--- src/rtl/binom_pkg.sv ---
// types and constants shared by the binomial coefficient block
`timescale 1ns / 1ps

package binom_pkg;

    localparam int ACC_W   = 64;
    localparam int VALUE_W = 58;
    localparam int FIELD_W = 6;
    localparam int STEP_W  = 5;
    localparam int CNT_W   = 6;

    typedef enum logic [1:0] {
        S_IDLE,
        S_MUL,
        S_DIV,
        S_DONE
    } t_state;

endpackage

--- src/rtl/binomial_coefficient.sv ---
// binomial coefficient C(n,k) with a shift-add multiplier and a bit-serial exact divider
// m = min(k, n-k) multiply-divide steps per beat, none if m = 0
// each of the m steps first runs the shift-add multiply by (n-m+i)
// and then the restoring divide by i, one quotient bit per cycle
// one beat in flight, the next is taken after the last when the output is free
// i_rst_n is synchronous, active low, and clears the state machine and the output valid
`timescale 1ns / 1ps

module binomial_coefficient
    import binom_pkg::*;
#(
    parameter int MAX_N = 61
) (
    input  logic        i_clk,
    input  logic        i_rst_n,
    input  logic        s_axis_tvalid,
    output logic        s_axis_tready,
    input  logic [15:0] s_axis_tdata,   // n [5:0], k [11:6], zero pad
    output logic        m_axis_tvalid,
    input  logic        m_axis_tready,
    output logic [63:0] m_axis_tdata    // value [57:0], zero pad
);

    t_state r_state, n_state;

    logic [FIELD_W-1:0] r_nm, n_nm;
    logic [STEP_W-1:0]  r_m, n_m;
    logic [STEP_W-1:0]  r_i, n_i;
    logic [FIELD_W-1:0] r_f, n_f;
    logic [CNT_W-1:0]   r_cnt, n_cnt;
    logic [ACC_W-1:0]   r_acc, n_acc;
    logic [ACC_W-1:0]   r_prod, n_prod;
    logic [STEP_W-1:0]  r_rem, n_rem;
    logic [VALUE_W-1:0] r_out, n_out;
    logic               r_out_valid, n_out_valid;

    logic [FIELD_W-1:0] w_n, w_k, w_nk, w_m6;
    logic [FIELD_W-1:0] w_rem_t, w_div;
    logic               w_qbit;
    logic               w_in_beat, w_load_out, w_last_cnt;

    assign w_n     = s_axis_tdata[5:0];
    assign w_k     = s_axis_tdata[11:6];
    assign w_nk    = w_n - w_k;
    assign w_m6    = (w_k > (w_n >> 1)) ? w_nk : w_k;
    assign w_rem_t = {r_rem, r_prod[ACC_W-1]};
    assign w_div   = {1'b0, r_i};
    assign w_qbit  = (w_rem_t >= w_div);

    // outputs of the state machine
    always_comb begin
        s_axis_tready = (r_state == S_IDLE);
        w_load_out    = (r_state == S_DONE) && (!r_out_valid || m_axis_tready);
    end

    assign w_in_beat  = s_axis_tvalid && s_axis_tready;
    assign w_last_cnt = (r_state == S_MUL) ? (r_cnt == CNT_W'(FIELD_W - 1))
                                           : (r_cnt == CNT_W'(ACC_W - 1));

    // next state
    always_comb begin
        n_state = r_state;
        case (r_state)
            S_IDLE: begin
                if (w_in_beat) begin
                    if ((w_n > FIELD_W'(MAX_N)) || (w_k > w_n) || (w_m6 == '0)) begin
                        n_state = S_DONE;
                    end else begin
                        n_state = S_MUL;
                    end
                end
            end
            S_MUL: begin
                if (w_last_cnt) begin
                    n_state = S_DIV;
                end
            end
            S_DIV: begin
                if (w_last_cnt) begin
                    n_state = (r_i == r_m) ? S_DONE : S_MUL;
                end
            end
            S_DONE: begin
                if (w_load_out) begin
                    n_state = S_IDLE;
                end
            end
            default: n_state = S_IDLE;
        endcase
    end

    // datapath
    always_comb begin
        n_nm        = r_nm;
        n_m         = r_m;
        n_i         = r_i;
        n_f         = r_f;
        n_cnt       = r_cnt;
        n_acc       = r_acc;
        n_prod      = r_prod;
        n_rem       = r_rem;
        n_out       = r_out;
        n_out_valid = r_out_valid;

        if (m_axis_tvalid && m_axis_tready) begin
            n_out_valid = 1'b0;
        end

        case (r_state)
            S_IDLE: begin
                if (w_in_beat) begin
                    n_nm   = w_n - w_m6;
                    n_m    = w_m6[STEP_W-1:0];
                    n_i    = STEP_W'(1);
                    n_f    = w_n - w_m6 + FIELD_W'(1);
                    n_cnt  = '0;
                    n_prod = '0;
                    if ((w_n > FIELD_W'(MAX_N)) || (w_k > w_n)) begin
                        n_acc = '0;
                    end else begin
                        n_acc = ACC_W'(1);
                    end
                end
            end
            S_MUL: begin
                if (r_f[0]) begin
                    n_prod = r_prod + r_acc;
                end
                n_acc = r_acc << 1;
                n_f   = r_f >> 1;
                n_cnt = r_cnt + CNT_W'(1);
                if (w_last_cnt) begin
                    n_cnt = '0;
                    n_rem = '0;
                end
            end
            S_DIV: begin
                n_prod = {r_prod[ACC_W-2:0], w_qbit};
                n_rem  = w_qbit ? STEP_W'(w_rem_t - w_div) : w_rem_t[STEP_W-1:0];
                n_cnt  = r_cnt + CNT_W'(1);
                if (w_last_cnt) begin
                    n_acc  = {r_prod[ACC_W-2:0], w_qbit};
                    n_prod = '0;
                    n_cnt  = '0;
                    n_i    = r_i + STEP_W'(1);
                    n_f    = r_nm + {1'b0, r_i} + FIELD_W'(1);
                end
            end
            S_DONE: begin
                if (w_load_out) begin
                    n_out       = r_acc[VALUE_W-1:0];
                    n_out_valid = 1'b1;
                end
            end
            default: begin
            end
        endcase
    end

    always_ff @(posedge i_clk) begin
        if (!i_rst_n) begin
            r_state     <= S_IDLE;
            r_out_valid <= 1'b0;
        end else begin
            r_state     <= n_state;
            r_out_valid <= n_out_valid;
        end
    end

    always_ff @(posedge i_clk) begin
        r_nm   <= n_nm;
        r_m    <= n_m;
        r_i    <= n_i;
        r_f    <= n_f;
        r_cnt  <= n_cnt;
        r_acc  <= n_acc;
        r_prod <= n_prod;
        r_rem  <= n_rem;
        r_out  <= n_out;
    end

    assign m_axis_tvalid = r_out_valid;
    assign m_axis_tdata  = {{(64 - VALUE_W){1'b0}}, r_out};

endmodule
--- config.mk ---
export PLATFORM = sky130hd
export DESIGN_NAME = binomial_coefficient
export DESIGN_NICKNAME = d
export VERILOG_FILES = /design/src/rtl/binom_pkg.sv /design/src/rtl/binomial_coefficient.sv
export SDC_FILE = /design/constraint.sdc
export NUM_CORES = 1
export LEC_CHECK = 0
export BUFFER_PORTS_ARGS = -buffer_cell sky130_fd_sc_hd__buf_4
export CORE_UTILIZATION = 57
export CTS_CLUSTER_DIAMETER = 150
export DETAILED_ROUTE_END_ITERATION = 6
export PLACE_DENSITY_LB_ADDON = 0.05
export SLEW_MARGIN = 5
export SYNTH_ARGS = -nofsm -noshare
export SYNTH_HDL_FRONTEND = slang
export SYNTH_SLANG_ARGS = --single-unit
--- constraint.sdc ---
create_clock -name i_clk -period 9.58 [get_ports i_clk]
set_input_delay 0.958 -clock i_clk [delete_from_list [all_inputs] [get_ports i_clk]]
set_output_delay 0.958 -clock i_clk [all_outputs]
set_load 0.01 [all_outputs]
==> results of run 1 <==
-- cell usage in the layout (no fill, tap or decap), types with 7 or more instances in the layout --
cell,netlist,layout
edfxtp_1,219,219
nand2_1,178,176
a21oi_1,135,135
ha_1,95,93
buf_4,6,85
nor2_1,70,70
o21ai_0,60,60
o22ai_1,53,53
xnor2_1,51,51
a21o_1,49,49
inv_1,42,42
xor2_1,41,41
nand3_1,26,26
clkbuf_16,0,25
nand4_1,20,20
a211oi_1,14,13
o21bai_1,9,9
nor2b_1,10,9
a22o_1,9,9
o211ai_1,8,8
nor3_1,9,8
nand2b_1,8,8
o21a_1,7,7
and2_1,7,7
clkinv_1,1,7
a31oi_1,7,7
-- stage by stage --
stage	hold slack [ns]	setup slack [ns]	utilization [%]	power, mW	area, um^2
after floorplan	0.457	2.66	-	4.08	13400
after global placement	0.479	5.26	62.1	4.73	14100
after detailed placement	0.477	5.23	62.1	4.79	14100
after CTS	0.495	5.73	65.3	5.67	14900
after global routing	0.502	5.56	65.3	6.09	14900
final	0.492	5.72	65.3	5.69	14900
-- registers in the layout, summed over array words and instances, names as in the netlist --
name	flops
m_axis_tvalid	1
r_rem	5
r_cnt	6
r_acc	64
r_nm	6
r_f	6
r_prod	64
r_out	58
r_m	5
r_state	2
r_i	5
-- final timing paths --
path | to | from | slack (ns)
setup reg to reg | r_prod[60]$_DFFE_PP_ | r_acc[0]$_DFFE_PP_ | 5.72
hold reg to reg | r_out[20]$_DFFE_PP_ | r_acc[20]$_DFFE_PP_ | 0.49
hold / removal | r_out[20]$_DFFE_PP_ | r_acc[20]$_DFFE_PP_ | 0.49
setup / recovery | r_prod[60]$_DFFE_PP_ | r_acc[0]$_DFFE_PP_ | 5.72
-- per-layer routing --
layer,vias to the layer above,wire [um],track usage [%],share of wire [%]
li1,4867,-,-,-
met1,4892,14400,37.5,48
met2,280,14000,41.4,46
met3,30,1580,2.87,5.2
met4,0,339,5.52,1.1
met5,-,0,0,0
-- power by group through the flow --
stage                     sequential (mW)  clock, mW  combinational (mW)
after floorplan                      1.89          0                2.18
after global placement               1.91          0                2.82
after detailed placement             1.93          0                2.86
after CTS                            1.91      0.878                2.88
after global routing                 1.96      0.917                3.22
final                                1.91      0.863                2.91
-- worst register-to-register path: cells and delay by family, from the launching register on --
family                   cells  cell delay (ns)
flip-flops                   1             0.46
XOR/XNOR                     1             0.15
adder cells (fa/ha/maj)      2             0.70
AO/OA/AOI/OAI                9             2.28
-- area by class of cell --
type	instances	share of cell area [%]
repair buffers	85	4.29
clock inverters	13	0.572
well taps	313	2.63
multi-input cells	953	42.5
flip-flops and latches	222	44.7
clock buffers	29	4.31
inverters	43	1.09
-- logic make-up after synthesis --
kind of cell,count (synthesis)
buf+inv,114
simple gates,346
compound gates,404
fa+ha+maj,100
other cells,1
mux,5
flops,222
xor+xnor,92
==> metrics.yaml, run 1 <==
critical_path:
  start_kind: "flip-flop"
  crit_chain: "ha_1, fa_1, a21o_1, a221oi_2, o21a_2, o221ai_2, a2111oi_4, o21ai_2, a21oi_4, a31oi_1, xnor2_1, o22ai_1"
  crit_slowest_cell: "a2111oi_4"
  crit_type: "reg2reg"
  end_kind: "flip-flop"
  reg2reg_depth: 12
  cp_slowest_stage_delay_ns: 0.53
  crit_family: "compound AO/OA/AOI/OAI gates"
  cp_num_cells: 12
  cp_num_buf_inv: 0
  required_ns: 9.82
  arrival_ns: 4.10
  critPathMaxFanout: 5
synth:
  syn_inst: 1284
  syn-mean-instance-area_um2: 10.4
  ys_ff_latch: 222
  ys_top_cells_by_count: "219 x edfxtp_1, 178 x nand2_1, 135 x a21oi_1"
  synth_xor_area_share_pct: 6.04
  async_flop_share_pct: 0
  synth.distinct_cells: 74
  synth-simple-area-share_pct: 11.3
  synth_top_area_cell: "edfxtp_1"
  netlist.area_leader.share_pct: 49.3
  ys_top_cells_by_area: "edfxtp_1 49%, ha_1 8.9%, a21oi_1 5.1%"
  synth_seq_area_share_pct: 49.7
  synth_top_family_by_area: "compound AO/OA/AOI/OAI gates"
  yosys_warnings: 0
  synth-adder-area-share_pct: 9.66
  synth_edf_count: 219
  synth_ff_type: "edfxtp_1"
  synth_most_common_cell: "edfxtp_1"
  synth_compound_area_share_pct: 19.4
  muxShareOfSynthArea_pct: 0.384
  syn-cell-area_mm2: 0.0133
clock_tree:
  hold_buffers: 0
  post_cts_resized: 0
  cts_buffers: 24
  root_buffer: "clkbuf_16"
  clock_latency_ns: 0.52
  ctsHtreeMaxLevel: 1
  path_clk_slew_ns: 0.06
  cts_buffer_depth: 3
  cts.sinks: 222
  cts_tree: "yes"
  postCtsSetupBuffers: 0
job:
  cap_violations: 0
power_and_ir_drop:
  p_clk_share_pct: 15.2
  p_sw_mw: 2.50
  ir_drop_mv: 0.328
  cell_internal_pwr_mw: 3.18
  p_sw_share_pct: 44.0
  power_leakage_nw: 5.75
  p_comb_share_pct: 51.1
  pwr-share-seq_pct: 33.7
  p_per_area_mw_per_mm2: 383
sta:
  fin_setup_tns_ns: 0
  setup_violations: 0
  worstMarginPinSlew_ns: 0.950
  fin_crit_sh_pct: 40.3
  fmax_mhz: 259
  relSlewSlack_pct: 36.6
  finalHoldViolations: 0
  post-route-min-period_ns: 3.86
  finalClockSkew_ns: 0.0140
  rsz0062_at_grt: "no"
  drv_slew: 0
finish:
  fillers: 1858
  multi_input_area_mm2: 0.00631
  fin_nets: 1449
  antenna_cells: 0
  drive_gt1_share_pct: 10.3
  final-seq-area_mm2: 0.00664
  final_cells: 1658
  syn_to_final_growth_pct: 11.4
place:
  port_buffers: 75
  place.gp.congestion: 0.884
  dp.cells: 1616
  hpwlAfterDp_um: 20500
die:
  die_w_um: 155
  placementRows: 55
  initial_utilization_pct: 58.6
  ios: 86
  coreArea_mm2: 0.0228
  die-area_mm2: 0.0240
  die_y_um: 155
routing:
  routed_via_density: 6.07
  drc_errors: 0
  wirelength_um: 30300
  first_pass_iters: 4
  drtAntennaViolNets: 0
  drt_iter0_markers: 717
  wire_per_inst_um: 18.3
  dr_total_vias: 10100
outcome:
  status: "finished clean"
global_route:
  grt_pass1_wl_um: 49700
  grt_usage_pct: 25.7
  grt-ovfl-total: 0
  antenna_found_initial: 0
  grt_max_degree: 67
  grt_pass1_vias: 9756
worst_hold_path:
  hold_class: "reg2reg"
  holdPathStages: 0
No activity file was read; power rests on OpenSTA's default activity.
==> run 2: changes to the inputs <==
--- a/config.mk
+++ b/config.mk
@@ -6,7 +6,7 @@
 export NUM_CORES = 1
 export LEC_CHECK = 0
 export BUFFER_PORTS_ARGS = -buffer_cell sky130_fd_sc_hd__buf_4
-export CORE_UTILIZATION = 57
+export CORE_UTILIZATION = 56
 export CTS_CLUSTER_DIAMETER = 150
 export DETAILED_ROUTE_END_ITERATION = 6
 export PLACE_DENSITY_LB_ADDON = 0.05
==> constraint.sdc (replaced) <==
create_clock -name i_clk -period 3.45 [get_ports i_clk]
set_input_delay 0.345 -clock i_clk [delete_from_list [all_inputs] [get_ports i_clk]]
set_output_delay 0.345 -clock i_clk [all_outputs]
set_load 0.01 [all_outputs]
==> metrics.yaml, run 2 (same netlist as run 1, synthesis figures left out) <==
critical_path:
  r2r_start: "r_acc[0]$_DFFE_PP_"  # unchanged
  reg2reg_depth: 14  # was 12
  end_kind: "flip-flop"  # unchanged
  reg2reg_setup_slack_ns: 0.11  # was 5.72 ns
  crit_type: "reg2reg"  # unchanged
  startpoint: "r_acc[0]$_DFFE_PP_"  # unchanged
  required_ns: 3.71  # was 9.82 ns
  arrival_ns: 3.61  # was 4.10 ns
  cp_common_cell: "buf_4"
  start_kind: "flip-flop"  # unchanged
  crit_chain: "ha_2, fa_2, a21o_1, a221oi_2, o21a_2, o221ai_2, a2111oi_4, buf_4, o21ai_4, a21oi_4, buf_4, o21bai_1, nand4b_1, o211ai_1"  # was ha_1, fa_1, a21o_1, a221oi_2, o21a_2, o221ai_2, a2111oi_4, o21ai_2, a21oi_4, a31oi_1, xnor2_1, o22ai_1
  critPathMaxFanout: 5  # unchanged
  crit_slowest_cell: "edfxtp_1"  # was a2111oi_4
  cp_slowest_stage_delay_ns: 0.40  # was 0.53 ns
  rr_endpoint: "r_prod[56]$_DFFE_PP_"  # was r_prod[60]$_DFFE_PP_
sta:
  setup_violations: 0  # unchanged
  relSlewSlack_pct: 36.4  # was 36.6%
  worstMarginPinSlew_ns: 0.954  # was 0.950 ns
  rsz0062_at_grt: "yes"  # was no
  post-route-min-period_ns: 3.34  # was 3.86 ns
  finalClockSkew_ns: 0.00826  # was 0.0140 ns
  finalHoldViolations: 0  # unchanged
  fmax_mhz: 299  # was 259 MHz
  fin_crit_sh_pct: 97.0  # was 40.3%
  drv_slew: 0  # unchanged
  fin_ws_ns: 0.105  # was 5.72 ns
finish:
  syn_to_final_growth_pct: 16.2  # was 11.4%
  final_cells: 1731  # was 1,658
  top_regs: "r_acc x64, r_prod x64, r_out x58"  # unchanged
  fin_area_mm2: 0.0155  # was 0.0149 mm^2
  drive_gt1_share_pct: 15.2  # was 10.3%
  final_core_util_pct: 66.3  # was 65.3%
  final_cell_mix: "219 x edfxtp_1, 176 x nand2_1, 150 x buf_4, 133 x a21oi_1, 91 x ha_1"  # was 219 x edfxtp_1, 176 x nand2_1, 135 x a21oi_1, 93 x ha_1, 85 x buf_4
  final_common_cell: "edfxtp_1"  # unchanged
  antenna_cells: 0  # unchanged
  fin_nets: 1517  # was 1,449
routing:
  drt_iter0_markers: 717  # unchanged
  wire_per_inst_um: 17.8  # was 18.3 um
  dr_total_vias: 10200  # was 10,100
  routed_via_density: 5.92  # was 6.07
  drc_errors: 0  # unchanged
  wirelength_um: 30800  # was 30,300 um
  drtAntennaViolNets: 0  # unchanged
  first_pass_iters: 5  # was 4
global_route:
  grt_max_degree: 65  # was 67
  grt-ovfl-total: 0  # unchanged
  grt.busiest_layer: "met2"  # unchanged
  grt_usage_pct: 25.6  # was 25.7%
  grtUsageMet2_pct: 41.9  # was 41.4%
  grt_util_met1_pct: 36.3  # was 37.5%
  grt_pass1_wl_um: 49900  # was 49,700 um
  antenna_found_initial: 0  # unchanged
  grt_pass1_vias: 9877  # was 9,756
  met3_usage_pct: 2.69  # was 2.87%
clock_tree:
  root_buffer: "clkbuf_16"  # unchanged
  path_clk_slew_ns: 0.06  # about the same
  clock_latency_ns: 0.52  # about the same
  cts_tree: "yes"  # unchanged
  cts.sinks: 222  # unchanged
  cts_buffers: 24  # unchanged
  ctsHtreeMaxLevel: 1  # unchanged
  cts_buffer_depth: 3  # unchanged
  hold_buffers: 0  # unchanged
power_and_ir_drop:
  ir_drop_mv: 1.02  # was 0.328 mV
  p_total_mw: 16.7  # was 5.69 mW
  power_leakage_nw: 6.11  # was 5.75 nW
  p_per_area_mw_per_mm2: 1080  # was 383 mW/mm^2
die:
  die_y_um: 156  # was 155 um
  die-area_mm2: 0.0245  # was 0.0240 mm^2
  initial_utilization_pct: 57.0  # was 58.6%
  ios: 86  # unchanged
  placementRows: 56  # was 55
  coreArea_mm2: 0.0234  # was 0.0228 mm^2
  die_w_um: 156  # was 155 um
worst_hold_path:
  min_to: "m_axis_tvalid$_SDFF_PN0_"  # was r_out[20]$_DFFE_PP_
  hold_class: "in2reg"  # was reg2reg
  hold_start: "i_rst_n"  # was r_acc[20]$_DFFE_PP_
  holdPathStages: 2  # was 0
place:
  place.gp.congestion: 0.907  # was 0.884
  hpwlAfterDp_um: 21400  # was 20,500 um
  dp.cells: 1689  # was 1,616
  port_buffers: 75  # unchanged
  pre_cts_ws_ns: -0.0264  # was 5.23 ns
  place_area_mm2: 0.0147  # was 0.0141 mm^2
outcome:
  status: "finished clean"  # unchanged
job:
  cap_violations: 0  # unchanged
[run 2: worst max-delay path by stage]
stage / endpoint / slack [ns]
6_report: r_prod[56]$_DFFE_PP_ / 0.11
5_1_grt: r_prod[56]$_DFFE_PP_ / -0.008
4_1_cts: r_prod[22]$_DFFE_PP_ / 0.02
3_5_place_dp: r_f[5]$_DFFE_PP_ / -0.03
3_3_place_gp: r_prod[56]$_DFFE_PP_ / -0.005
2_1_floorplan: r_acc[0]$_DFFE_PP_ / 0.003
[run 2: final cells by class]
cell class / instances / area [um^2]
Clock buffer: 28 / 637
Clock inverter: 13 / 135
Fill cell: 1922 / 7890
Inverter: 43 / 161
Multi-Input combinational cell: 953 / 6360
Sequential cell: 222 / 6640
Tap cell: 319 / 399
Timing Repair Buffer: 153 / 1190
[run 2: report_power, final]
| part | internal, mW | switching [mW] |
|---|---|---|
| registers | 4.56 | 0.707 |
| logic | 3.50 | 5.38 |
| clock network | 1.53 | 1.02 |
[run 2: metal layers]
layer / vias to the layer above / wire length (um)
li1: 4996 / -
met4: 0 / 593
met5: - / 0
met2: 266 / 14200
met3: 42 / 1370
met1: 4937 / 14600
[run 2: timing repair]
action                                  4_1_cts  5_1_grt
gates resized for setup                       1        9
endpoints found under the setup margin        1       21
setup buffers                                 0        1
pin swaps                                     1        3
[run 2: per-stage QoR]
step	hold slack (ns)	TNS, ns
detailed placement	0.475	-0.0264
finish	0.0540	0
global route	0.0501	-0.0145
floorplan	0.457	0
global placement	0.476	-0.00515
CTS	0.0390	0
[run 2: critical path, delay by kind of cell (launching register included)]
family                     cells  cell delay, ns
and+or+nand+nor                1            0.10
AOI/OAI and AO/OA              9            1.67
DFF                            1            0.40
buffers and inverters          2            0.34
adders and majority gates      2            0.58
==> run 3: changes to the inputs <==
--- a/config.mk
+++ b/config.mk
@@ -10,6 +10,7 @@
 export CTS_CLUSTER_DIAMETER = 150
 export DETAILED_ROUTE_END_ITERATION = 6
 export PLACE_DENSITY_LB_ADDON = 0.05
+export SETUP_SLACK_MARGIN = 0.5
 export SLEW_MARGIN = 5
 export SYNTH_ARGS = -nofsm -noshare
 export SYNTH_HDL_FRONTEND = slang
==> metrics.yaml, run 3 (same netlist as run 1, synthesis figures left out) <==
outcome:
  status: "finished, violations left"  # was finished clean
  violations: "DRC"
finish:
  antenna_cells: 0  # unchanged
  fillers: 1796  # was 1,922
  top_regs: "r_acc x64, r_prod x64, r_out x58"  # unchanged
  final_cell_mix: "219 x edfxtp_1, 173 x nand2_1, 155 x buf_4, 120 x a21oi_1, 73 x ha_1"  # was 219 x edfxtp_1, 176 x nand2_1, 150 x buf_4, 133 x a21oi_1, 91 x ha_1
  drive_gt1_share_pct: 22.4  # was 15.2%
  fin_nets: 1535  # was 1,517
  syn_to_final_growth_pct: 21.9  # was 16.2%
  final_common_cell: "edfxtp_1"  # unchanged
routing:
  drc_errors: 1  # was 0
  drtAntennaViolNets: 0  # unchanged
  wirelength_um: 31600  # was 30,800 um
  first_pass_iters: 6  # was 5
  drt_iter0_markers: 639  # was 717
  wire_per_inst_um: 18.1  # was 17.8 um
  routed_via_density: 5.92  # about the same
  dr_total_vias: 10400  # was 10,200
sta:
  fmax_mhz: 301  # was 299 MHz
  fin_crit_sh_pct: 96.4  # was 97.0%
  whs_ns: 0.0411  # was 0.0540 ns
  fin_ws_ns: 0.124  # was 0.105 ns
  worstMarginPinSlew_ns: 0.801  # was 0.954 ns
  finalClockSkew_ns: 0.0185  # was 0.00826 ns
  relSlewSlack_pct: 46.6  # was 36.4%
  post-route-min-period_ns: 3.33  # was 3.34 ns
  drv_slew: 0  # unchanged
  fin_setup_tns_ns: 0  # unchanged
  finalHoldViolations: 0  # unchanged
  rsz0062_at_grt: "yes"  # unchanged
  setup_violations: 0  # unchanged
global_route:
  grt_pass1_vias: 10100  # was 9,877
  grt_max_degree: 65  # unchanged
  grt_usage_pct: 26.1  # was 25.6%
  antenna_found_initial: 0  # unchanged
  grt_pass1_wl_um: 51100  # was 49,900 um
  grt-ovfl-total: 0  # unchanged
clock_tree:
  clock_latency_ns: 0.53  # was 0.52 ns
  cts_buffers: 24  # unchanged
  ctsHtreeMaxLevel: 1  # unchanged
  root_buffer: "clkbuf_16"  # unchanged
  cts.sinks: 222  # unchanged
  cts_buffer_depth: 3  # unchanged
  cts_tree: "yes"  # unchanged
  path_clk_slew_ns: 0.06  # about the same
critical_path:
  reg2reg_setup_slack_ns: 0.12  # was 0.11 ns
  start_kind: "flip-flop"  # unchanged
  critPathMaxFanout: 4  # was 5
  crit_type: "reg2reg"  # unchanged
  end_kind: "flip-flop"  # unchanged
  arrival_ns: 3.59  # was 3.61 ns
  required_ns: 3.71  # about the same
die:
  placementRows: 56  # unchanged
  die_w_um: 156  # unchanged
  coreArea_mm2: 0.0234  # unchanged
  ios: 86  # unchanged
  die-area_mm2: 0.0245  # unchanged
  initial_utilization_pct: 57.0  # unchanged
  die_y_um: 156  # unchanged
power_and_ir_drop:
  power_leakage_nw: 6.35  # was 6.11 nW
  ir_drop_mv: 0.939  # was 1.02 mV
  p_per_area_mw_per_mm2: 1090  # was 1080 mW/mm^2
worst_hold_path:
  hold_class: "in2reg"  # unchanged
place:
  place.gp.congestion: 0.896  # was 0.907
  hpwlAfterDp_um: 21700  # was 21,400 um
  port_buffers: 75  # unchanged
  pre_cts_ws_ns: 0.0505  # was -0.0264 ns
job:
  cap_violations: 0  # unchanged
==> run 3: cell count changes in the layout (fill, tap and decap cells not counted), sizes merged <==
| cell | previous run | this run |
|---|---|---|
| clkinv | 9 | 13 |
| buf | 153 | 171 |
| clkbuf | 28 | 27 |
| clkinvlp | 2 | 0 |
==> run 3: through the flow <==
step | power (mW) | util (%) | cell area, um^2 | std cells
global route | 18.9 | 69.5 | 16300 | 1750
detailed placement | 13.9 | 62.4 | 14600 | 1663
global placement | 13.7 | 62.4 | 14600 | 1663
floorplan | 11.4 | - | 13500 | 1289
finish | 17.7 | 69.5 | 16300 | 1750
CTS | 17.0 | 67.5 | 15800 | 1730
==> run 3: critical path, stage by stage, from the launching register on <==
cell,delay [ns]
edfxtp_1,0.42
ha_2,0.22
fa_2,0.34
a21o_1,0.20
a221oi_2,0.30
o21a_2,0.23
o221ai_4,0.14
a2111oi_4,0.32
buf_4,0.19
o21ai_4,0.10
a21oi_4,0.19
buf_6,0.13
o31ai_2,0.06
xnor2_1,0.14
o22ai_1,0.09
==> run 3: path summary, 6_finish.rpt <==
path	from	to	cells after the start
worst min register to register	r_acc[5]$_DFFE_PP_	r_out[5]$_DFFE_PP_	0
worst min-delay path	i_rst_n	m_axis_tvalid$_SDFF_PN0_	2
worst max-delay path	r_prod[0]$_DFFE_PP_	r_prod[58]$_DFFE_PP_	14
worst max register to register	r_prod[0]$_DFFE_PP_	r_prod[58]$_DFFE_PP_	14
==> run 3: repair_timing <==
action,in CTS,in global routing
pin swaps,38,45
hold buffers,0,0
endpoints found under the setup margin,35,45
resized for setup,53,72
gates cloned,0,0
setup buffers,25,20
==> run 3: routing by layer <==
layer / vias to the layer above / track usage, % / part of all wire, % / wire (um)
met3: 44 / 3.07 / 4.3 / 1360
met2: 256 / 42.4 / 47 / 14800
li1: 5042 / - / - / -
met4: 0 / 6.82 / 1.6 / 518
met1: 5024 / 37.2 / 47 / 14900
met5: - / 0 / 0 / 0
==> run 3: cell type report <==
type | count | area (um^2) | area share, %
clock inverter | 15 | 150 | 0.923
timing repair buffer | 171 | 1380 | 8.47
inverter | 43 | 161 | 0.992
sequential | 222 | 6640 | 40.8
multi-input combinational | 953 | 6910 | 42.5
clock buffer | 27 | 633 | 3.89
tap | 319 | 399 | 2.45
==> run 3: where the power goes <==
part	internal [mW]	switching, mW
Combinational	4.07	5.78
Sequential	4.55	0.753
Clock	1.53	1.05
